--- src/hdl/sha256_pkg.sv ---
// ----------------------------------------------------------------------------
// SHA-256 package
// Round constants, initial hash values and round functions.
// ----------------------------------------------------------------------------
`default_nettype none

package sha256_pkg;

	typedef logic [31:0] word_t;

	// controller -> datapath commands
	typedef struct packed {
		logic       init_hash;   // load initial hash, clear length
		logic       write_byte;  // store a byte at fill position
		logic [7:0] wr_byte;
		logic       count_bits;  // add 8 to message bit count
		logic       clear_fill;
		logic       start_blk;   // working vars <= chain hash, round 0
		logic       do_round;
		logic       fold;        // chain hash += working vars
		logic [1:0] out_sel;
	} dp_cmd_t;

	// datapath -> controller status
	typedef struct packed {
		logic [6:0] fill;
		logic       last_round;
		logic [7:0] len_byte;    // length byte for the current fill position
	} dp_stat_t;

	localparam word_t H_INIT [8] = '{
		32'h6a09e667, 32'hbb67ae85, 32'h3c6ef372, 32'ha54ff53a,
		32'h510e527f, 32'h9b05688c, 32'h1f83d9ab, 32'h5be0cd19};

	localparam word_t K_TAB [64] = '{
		32'h428a2f98, 32'h71374491, 32'hb5c0fbcf, 32'he9b5dba5,
		32'h3956c25b, 32'h59f111f1, 32'h923f82a4, 32'hab1c5ed5,
		32'hd807aa98, 32'h12835b01, 32'h243185be, 32'h550c7dc3,
		32'h72be5d74, 32'h80deb1fe, 32'h9bdc06a7, 32'hc19bf174,
		32'he49b69c1, 32'hefbe4786, 32'h0fc19dc6, 32'h240ca1cc,
		32'h2de92c6f, 32'h4a7484aa, 32'h5cb0a9dc, 32'h76f988da,
		32'h983e5152, 32'ha831c66d, 32'hb00327c8, 32'hbf597fc7,
		32'hc6e00bf3, 32'hd5a79147, 32'h06ca6351, 32'h14292967,
		32'h27b70a85, 32'h2e1b2138, 32'h4d2c6dfc, 32'h53380d13,
		32'h650a7354, 32'h766a0abb, 32'h81c2c92e, 32'h92722c85,
		32'ha2bfe8a1, 32'ha81a664b, 32'hc24b8b70, 32'hc76c51a3,
		32'hd192e819, 32'hd6990624, 32'hf40e3585, 32'h106aa070,
		32'h19a4c116, 32'h1e376c08, 32'h2748774c, 32'h34b0bcb5,
		32'h391c0cb3, 32'h4ed8aa4a, 32'h5b9cca4f, 32'h682e6ff3,
		32'h748f82ee, 32'h78a5636f, 32'h84c87814, 32'h8cc70208,
		32'h90befffa, 32'ha4506ceb, 32'hbef9a3f7, 32'hc67178f2};

	localparam logic [7:0] PAD_BYTE  = 8'h80;
	localparam int         LEN_POS   = 56;
	localparam int         BLK_BYTES = 64;

	function automatic word_t rotr(input word_t x, input int n);
		rotr = (x >> n) | (x << (32 - n));
	endfunction

	function automatic word_t sig0(input word_t x);
		sig0 = rotr(x, 7) ^ rotr(x, 18) ^ (x >> 3);
	endfunction

	function automatic word_t sig1(input word_t x);
		sig1 = rotr(x, 17) ^ rotr(x, 19) ^ (x >> 10);
	endfunction

	function automatic word_t bsig0(input word_t x);
		bsig0 = rotr(x, 2) ^ rotr(x, 13) ^ rotr(x, 22);
	endfunction

	function automatic word_t bsig1(input word_t x);
		bsig1 = rotr(x, 6) ^ rotr(x, 11) ^ rotr(x, 25);
	endfunction

endpackage

`default_nettype wire

--- src/hdl/sha256_ram.sv ---
// ----------------------------------------------------------------------------
// Generic RAM
// One write port, one read port, registered read data.
// ----------------------------------------------------------------------------
`default_nettype none

module sha256_ram #(
	parameter int WIDTH = 8,
	parameter int DEPTH = 64
) (
	input  wire                     clk,
	input  wire                     wr_en,
	input  wire [$clog2(DEPTH)-1:0] wr_addr,
	input  wire [WIDTH-1:0]         wr_data,
	input  wire [$clog2(DEPTH)-1:0] rd_addr,
	output logic [WIDTH-1:0]        rd_data
);

	logic [WIDTH-1:0] mem_q [DEPTH];

	always_ff @(posedge clk) begin
		if (wr_en) begin
			mem_q[wr_addr] <= wr_data;
		end
		rd_data <= mem_q[rd_addr];
	end

endmodule

`default_nettype wire

--- src/hdl/sha256_datapath.sv ---
// ----------------------------------------------------------------------------
// SHA-256 datapath
// Block buffer, message schedule, round logic, chain hash and length.
// ----------------------------------------------------------------------------
`default_nettype none

module sha256_datapath (
	input  wire                  clk,
	input  wire                  arst_n,
	input  sha256_pkg::dp_cmd_t  cmd,
	output sha256_pkg::dp_stat_t stat,
	output logic [63:0]          out_word
);
	import sha256_pkg::*;

	word_t       h_q [8];
	word_t       v_q [8];
	word_t       w_q [16];
	logic [63:0] bits_q;
	logic [6:0]  fill_q;
	logic [5:0]  rnd_q;
	logic [31:0] blk_rdata;
	logic [3:0]  blk_raddr;
	logic [5:0]  waddr;
	logic        bank_we;

	// Block buffer stored as four byte lanes of 16 words; lane 0 is MSB.
	assign waddr   = fill_q[5:0];
	assign bank_we = cmd.write_byte;
	// Read address of next round's word, issued ahead because the buffer read is registered.
	assign blk_raddr = cmd.start_blk ? 4'd0 : (rnd_q[3:0] + 4'd1);

	for (genvar g = 0; g < 4; g++) begin : g_lane
		sha256_ram #(.WIDTH(8), .DEPTH(16)) u_ram (
			.clk     (clk),
			.wr_en   (bank_we && (waddr[1:0] == 2'(g))),
			.wr_addr (waddr[5:2]),
			.wr_data (cmd.wr_byte),
			.rd_addr (blk_raddr),
			.rd_data (blk_rdata[31-8*g -: 8])
		);
	end

	word_t w_new, t1, t2;

	always_comb begin
		if (rnd_q < 6'd16) begin
			w_new = blk_rdata;
		end else begin
			w_new = w_q[0] + sig0(w_q[1]) + w_q[9] + sig1(w_q[14]);
		end
		t1 = v_q[7] + bsig1(v_q[4]) + ((v_q[4] & v_q[5]) ^ (~v_q[4] & v_q[6]))
			+ K_TAB[rnd_q] + w_new;
		t2 = bsig0(v_q[0]) + ((v_q[0] & v_q[1]) ^ (v_q[0] & v_q[2]) ^ (v_q[1] & v_q[2]));
	end

	always_ff @(posedge clk or negedge arst_n) begin
		if (!arst_n) begin
			h_q    <= H_INIT;
			bits_q <= '0;
			fill_q <= '0;
			rnd_q  <= '0;
		end else begin
			if (cmd.write_byte) begin
				fill_q <= fill_q + 7'd1;
			end
			if (cmd.clear_fill) begin
				fill_q <= '0;
			end
			if (cmd.count_bits) begin
				bits_q <= bits_q + 64'd8;
			end
			if (cmd.start_blk) begin
				rnd_q <= '0;
			end else if (cmd.do_round) begin
				rnd_q <= rnd_q + 6'd1;
			end
			if (cmd.fold) begin
				for (int i = 0; i < 8; i++) begin
					h_q[i] <= h_q[i] + v_q[i];
				end
			end
			if (cmd.init_hash) begin
				h_q    <= H_INIT;
				bits_q <= '0;
			end
		end
	end

	always_ff @(posedge clk) begin
		if (cmd.start_blk) begin
			v_q <= h_q;
		end else if (cmd.do_round) begin
			v_q[7] <= v_q[6];
			v_q[6] <= v_q[5];
			v_q[5] <= v_q[4];
			v_q[4] <= v_q[3] + t1;
			v_q[3] <= v_q[2];
			v_q[2] <= v_q[1];
			v_q[1] <= v_q[0];
			v_q[0] <= t1 + t2;
			for (int i = 0; i < 15; i++) begin
				w_q[i] <= w_q[i+1];
			end
			w_q[15] <= w_new;
		end
	end

	// Big-endian length byte for fill positions 56..63.
	logic [7:0] len_byte;
	assign len_byte = bits_q[8*(7 - fill_q[2:0]) +: 8];

	assign stat.fill       = fill_q;
	assign stat.last_round = (rnd_q == 6'd63);
	assign stat.len_byte   = len_byte;
	assign out_word = {h_q[{cmd.out_sel, 1'b0}], h_q[{cmd.out_sel, 1'b1}]};

endmodule

`default_nettype wire

--- src/hdl/sha256_ctrl.sv ---
// ----------------------------------------------------------------------------
// SHA-256 controller
// Sequences byte loads, padding, compression and digest output.
// ----------------------------------------------------------------------------
`default_nettype none

module sha256_ctrl (
	input  wire                  clk,
	input  wire                  arst_n,
	input  wire                  in_valid,
	output logic                 in_ready,
	input  wire [7:0]            in_byte,
	input  wire                  in_present,
	input  wire                  in_eom,
	output sha256_pkg::dp_cmd_t  cmd,
	input  sha256_pkg::dp_stat_t stat,
	output logic                 out_valid,
	input  wire                  out_ready,
	output logic [1:0]           out_idx
);
	import sha256_pkg::*;

	localparam logic [2:0] ST_IDLE = 3'd0;
	localparam logic [2:0] ST_PRE  = 3'd1;  // issues the first buffer read
	localparam logic [2:0] ST_RND  = 3'd2;
	localparam logic [2:0] ST_FOLD = 3'd3;
	localparam logic [2:0] ST_PAD  = 3'd4;
	localparam logic [2:0] ST_OUT  = 3'd5;

	logic [2:0] state_q;
	logic       eom_q;      // message end pending
	logic       pad_q;      // 0x80 byte written
	logic       spill_q;    // 0x80 landed in the length field; length goes in next block
	logic       len_done_q; // finished block carried the length
	logic [1:0] idx_q;

	logic acc;
	assign acc      = in_valid && in_ready;
	assign in_ready = (state_q == ST_IDLE);
	assign out_valid = (state_q == ST_OUT);
	assign out_idx   = idx_q;

	logic [7:0] pad_byte;
	always_comb begin
		if (!pad_q) begin
			pad_byte = PAD_BYTE;
		end else if (stat.fill >= 7'(LEN_POS) && !spill_q) begin
			pad_byte = stat.len_byte;
		end else begin
			pad_byte = 8'd0;
		end
	end

	always_comb begin
		cmd = '0;
		cmd.out_sel = idx_q;
		unique case (state_q)
			ST_IDLE: begin
				if (acc && in_present) begin
					cmd.write_byte = 1'b1;
					cmd.wr_byte    = in_byte;
					cmd.count_bits = 1'b1;
				end
			end
			ST_PAD: begin
				cmd.write_byte = 1'b1;
				cmd.wr_byte    = pad_byte;
			end
			ST_PRE: begin
				cmd.start_blk = 1'b1;
				cmd.clear_fill = 1'b1;
			end
			ST_RND: begin
				cmd.do_round = 1'b1;
			end
			ST_FOLD: begin
				cmd.fold = 1'b1;
			end
			ST_OUT: begin
				if (out_ready && idx_q == 2'd3) begin
					cmd.init_hash = 1'b1;
				end
			end
			default: ;
		endcase
	end

	always_ff @(posedge clk or negedge arst_n) begin
		if (!arst_n) begin
			state_q <= ST_IDLE;
			eom_q   <= 1'b0;
			pad_q   <= 1'b0;
			spill_q <= 1'b0;
			idx_q   <= '0;
		end else begin
			unique case (state_q)
				ST_IDLE: begin
					if (acc) begin
						eom_q <= in_eom;
						pad_q <= 1'b0;
						if (in_present && stat.fill == 7'(BLK_BYTES - 1)) begin
							state_q <= ST_PRE;
						end else if (in_eom) begin
							state_q <= ST_PAD;
						end
					end
				end
				ST_PAD: begin
					pad_q <= 1'b1;
					if (!pad_q && stat.fill >= 7'(LEN_POS)) begin
						spill_q <= 1'b1;
					end
					if (stat.fill == 7'(BLK_BYTES - 1)) begin
						state_q <= ST_PRE;
					end
				end
				ST_PRE: begin
					spill_q <= 1'b0;
					state_q <= ST_RND;
				end
				ST_RND: begin
					if (stat.last_round) begin
						state_q <= ST_FOLD;
					end
				end
				ST_FOLD: begin
					if (!eom_q) begin
						state_q <= ST_IDLE;
					end else if (pad_q && stat.fill == 7'd0 && len_done_q) begin
						state_q <= ST_OUT;
						idx_q   <= '0;
					end else begin
						state_q <= ST_PAD;
					end
				end
				ST_OUT: begin
					if (out_ready) begin
						idx_q <= idx_q + 2'd1;
						if (idx_q == 2'd3) begin
							state_q <= ST_IDLE;
							eom_q   <= 1'b0;
						end
					end
				end
				default: state_q <= ST_IDLE;
			endcase
		end
	end

	// Length is in the finished block when its last byte was written after
	// the pad and the pad did not spill into the length field.
	always_ff @(posedge clk or negedge arst_n) begin
		if (!arst_n) begin
			len_done_q <= 1'b0;
		end else if (state_q == ST_IDLE) begin
			len_done_q <= 1'b0;
		end else if (state_q == ST_PAD && pad_q && !spill_q
				&& stat.fill == 7'(BLK_BYTES - 1)) begin
			len_done_q <= 1'b1;
		end
	end

endmodule

`default_nettype wire

--- src/hdl/sha256_stream_hasher.sv ---
// ----------------------------------------------------------------------------
// SHA-256 stream hasher
// Hashes a byte stream; emits the digest as four 64-bit words.
// ----------------------------------------------------------------------------
// Throughput: one byte per cycle until a block fills; input then waits while
//   the block compresses (buffer read lead-in, 64 rounds, hash fold).
// End of message: pad bytes are written one per cycle, then one or two more
//   compressions; the digest follows as four transfers, word 0 first.
// Input is held off while pad bytes are written, while a block compresses and while the digest drains.
// Reset (arst_n low) loads the initial hash and clears length and fill count.
`default_nettype none

module sha256_stream_hasher (
	input  wire         clk,
	input  wire         arst_n,
	// s_tdata: [7:0] data_byte, [8] byte_present
	input  wire         s_tvalid,
	output logic        s_tready,
	input  wire [15:0]  s_tdata,
	input  wire         s_tlast,     // end_of_message
	// m_tdata: [63:0] digest_word
	output logic        m_tvalid,
	input  wire         m_tready,
	output logic [63:0] m_tdata,
	output logic [1:0]  m_tuser,     // word_index
	output logic        m_tlast      // last_word
);
	import sha256_pkg::*;

	dp_cmd_t  cmd;
	dp_stat_t stat;

	sha256_ctrl u_ctrl (
		.clk        (clk),
		.arst_n     (arst_n),
		.in_valid   (s_tvalid),
		.in_ready   (s_tready),
		.in_byte    (s_tdata[7:0]),
		.in_present (s_tdata[8]),
		.in_eom     (s_tlast),
		.cmd        (cmd),
		.stat       (stat),
		.out_valid  (m_tvalid),
		.out_ready  (m_tready),
		.out_idx    (m_tuser)
	);

	sha256_datapath u_dp (
		.clk      (clk),
		.arst_n   (arst_n),
		.cmd      (cmd),
		.stat     (stat),
		.out_word (m_tdata)
	);

	assign m_tlast = (m_tuser == 2'd3);

endmodule

`default_nettype wire

--- config.mk ---
export PLATFORM = sky130hd
export DESIGN_NAME = sha256_stream_hasher
export DESIGN_NICKNAME = d
export VERILOG_FILES = /design/src/hdl/sha256_pkg.sv /design/src/hdl/sha256_ram.sv /design/src/hdl/sha256_datapath.sv /design/src/hdl/sha256_ctrl.sv /design/src/hdl/sha256_stream_hasher.sv
export SDC_FILE = /design/constraint.sdc
export NUM_CORES = 2
export LEC_CHECK = 0
export BUFFER_PORTS_ARGS = -buffer_cell sky130_fd_sc_hd__clkbuf_2
export CORE_MARGIN = 2
export CORE_UTILIZATION = 30
export CTS_BUF_LIST = sky130_fd_sc_hd__clkbuf_8
export DETAILED_ROUTE_END_ITERATION = 6
export PLACE_DENSITY = 0.46
export SYNTH_ARGS = -nofsm -noshare
export SYNTH_HDL_FRONTEND = slang
export SYNTH_HIERARCHICAL = 1
export SYNTH_SLANG_ARGS = --single-unit
--- constraint.sdc ---
create_clock -name clk -period 24.6 [get_ports clk]
set_input_delay 4.92 -clock clk [delete_from_list [all_inputs] [get_ports clk]]
set_output_delay 4.92 -clock clk [all_outputs]
set_load 0.03 [all_outputs]
==> metrics <==
final WL 286,000 um; Tmin final 11.88 ns; CP max stage cell a2111oi_0; critical path endpoint category flip-flop; Syn Area/Cell 12.4 um^2; Synthesis Warnings 6; Initial Utilization 0.301; Setup Viol. Count Final 0; Routed WL per cell 24.3 um; met1 wire length 137,000 um; Synth Cell Area 91,100 um^2; clock sinks 1,651; core footprint 303,000 um^2; critical path fanouts, max 15; largest net degree at the start of global routing 188; Slew HR 0.211; initial detailed-routing violation count 5,266; Syn Inst Count 7,335; latest clock arrival within the worst-skew pair 1.00 ns; Synth cell types 98; vias in the first global route 58,900; worst r2r path cells 34; hpwl dp 204,000 um; outcome finished clean; DRT Pass-1 Iters 5; top_reg_cell synth edfxtp_1; RR Endpoint u_dp/v_q[255]; Layout Nets 8,160; # port buffers 82; Mapped Nets 7,950; wire length on met2 127,000 um; critical path launch point type flip-flop; fin. max-slew vios 0; RSZ-0062 raised after global routing no; top-level I/O count 90; Root Driver clkbuf_8; GRT Util Overall 0.181; hold path cells 0; Clock Path Buffers 4; final hold vios 0; DR WL met3 15,400 um; DIE WIDTH 555 um; MaxCap Viol Count 0; Die Y 555 um; total die area 308,000 um^2; via count 60,200; fmax 0.0842 GHz; EDFF count, synth 1,280; TNS Setup 0 ns; area share of the largest cell type after synthesis 0.422; Setup Crit Path Kind flip-flop to flip-flop; fillers 29,800; residual DRC count 0; global-route wire length before repair 414,000 um; sequential area share after synthesis 0.524; Synth area leaders edfxtp_1, dfrtp_1, ha_1; H-tree level count 5; RD Place Congestion 0.900; Crit path top cell by count fa_1; share of cells above drive strength 1 0.154; CTS tree done; reg-to-reg slack, setup 12.72 ns; clock buffer count from CTS 314; Worst path max stage delay 1.04 ns; leading area contributor after synthesis edfxtp_1; number of setup buffers added after CTS 0; synthesis-stage register bit count 1,651; Least-Margin Pin Slew 1.17 ns; hold crit path type flip-flop to flip-flop; Worst-path clk slew 0.06 ns; Layout area overhead 12.1%; min-delay src u_dp/w_q[1][95]; Core Rows 202; initial antenna violation count 15; RR Startpoint u_dp/rnd_q[0]; highest routed layer met5; # hold bufs at CTS 0; WP data arrival 12.54 ns; gr ovfl total 0; Worst Skew 0.135 ns; fin crit share 0.483; Critical Path RT 25.26 ns; Resized cells post-CTS 0; Min-Delay Endpoint u_dp/w_q[1][63]; Post-DRT Antenna Nets 0; asr flop ratio synth 0.205; vias per cell 5.11
## Yosys cell counts, types with 30 or more instances
master,n
edfxtp_1,1280
nor2_1,504
nand2_1,489
inv_1,430
a21oi_1,429
xnor2_1,409
o21ai_0,408
ha_1,399
clkbuf_1,220
mux2_2,210
xor2_1,206
dfrtp_1,203
fa_1,195
a21o_1,186
mux4_2,156
dfstp_2,136
nand3_1,131
mux2i_1,130
nor3_1,101
a22oi_1,70
o21a_1,66
a31oi_1,57
nand2b_1,57
mux4_1,56
nor2b_1,56
o211ai_1,48
a211oi_1,46
o21bai_1,44
and3_1,41
buf_1,38
nand4_1,38
or3_1,37
dfxtp_1,32
and2_1,30
## placed cells by master (no fill, tap or decap), types with 66 or more instances in the layout
cell type,count
nand3_1,131
mux2_2,210
nor2_1,498
edfxtp_1,1280
nor3_1,100
a21o_1,186
xnor2_1,409
clkbuf_8,355
ha_1,399
buf_4,110
dfstp_2,136
nand2_1,489
mux2i_1,130
xor2_1,206
fa_1,195
o21a_1,66
o21ai_0,408
mux4_2,156
clkbuf_2,81
a22oi_1,70
inv_1,535
dfrtp_1,198
a21oi_1,429
## registers in the layout, indices dropped and copies added (netlist names)
name / flops
u_dp/g_lane.u_ram/mem_q: 512
u_dp/w_q: 512
u_dp/h_q: 256
u_dp/v_q: 256
u_dp/bits_q: 61
u_dp/g_lane.u_ram/rd_data: 32
u_dp/fill_q: 7
u_dp/rnd_q: 6
u_ctrl/state_q: 3
u_ctrl/out_idx: 2
u_ctrl/eom_q: 1
u_ctrl/len_done_q: 1
u_ctrl/pad_q: 1
u_ctrl/spill_q: 1
## through the flow
step                      area, um^2  cells  hold WS, ns  setup WS, ns   util
after global placement         96200  11200        0.400         12.85  0.318
after floorplan                91100   7335        0.400          9.32      -
after detailed placement       96200  11200        0.405         12.94  0.318
final                         102000  11800        0.395         12.72  0.338
after CTS                     102000  11800        0.392         12.85  0.337
after global routing          102000  11800        0.385         12.11  0.338
## critical path, delay by kind of cell (launching register included)
kind	cells	cell delay [ns]
flops	1	0.32
buf+inv	5	1.01
mux	1	0.53
xor+xnor	3	1.05
compound gates	11	3.38
fa+ha+maj	8	3.88
simple gates	6	1.40
## per-layer routing
layer	GRT usage	vias up
li1	-	27500
met1	0.268	30600
met2	0.276	1710
met3	0.0284	373
met4	0.0451	2
met5	0	-
## final cells by class
type                    count  area [um^2]  area share
clock inverters           196         1060      0.0104
flip-flops and latches   1651        47700       0.468
inverters                 432         1630      0.0160
well taps                3978         4980      0.0487
multi-input cells        4948        40400       0.396
clock buffers             355         4890      0.0478
diodes                      9         22.5    0.000221
repair buffers            198         1370      0.0134
## worst max-delay path by stage
stage                     endpoint         startpoint  slack [ns]  cells after the start
floorplan           u_dp/w_q[0][0]  u_ctrl/state_q[2]        9.32                      7
detailed placement   u_dp/v_q[255]      u_dp/rnd_q[0]       12.94                     34
CTS                  u_dp/v_q[255]      u_dp/rnd_q[0]       12.85                     34
finish               u_dp/v_q[255]      u_dp/rnd_q[0]       12.72                     34
global placement     u_dp/v_q[255]      u_dp/rnd_q[0]       12.85                     34
global route         u_dp/v_q[255]      u_dp/rnd_q[0]       12.11                     34
## logic make-up after synthesis
| logic type | count (synthesis) | synth area share |
|---|---|---|
| AOI/OAI and AO/OA | 1580 | 0.110 |
| and+or+nand+nor | 1601 | 0.0811 |
| buffers and inverters | 736 | 0.0326 |
| DFF | 1651 | 0.524 |
| xor gates and xnor gates | 616 | 0.0594 |
| muxes | 553 | 0.0951 |
| adders and majority gates | 598 | 0.0981 |
Power is not shown: default switching activity piles up to over one toggle a cycle in this logic, so the estimate is an artifact.
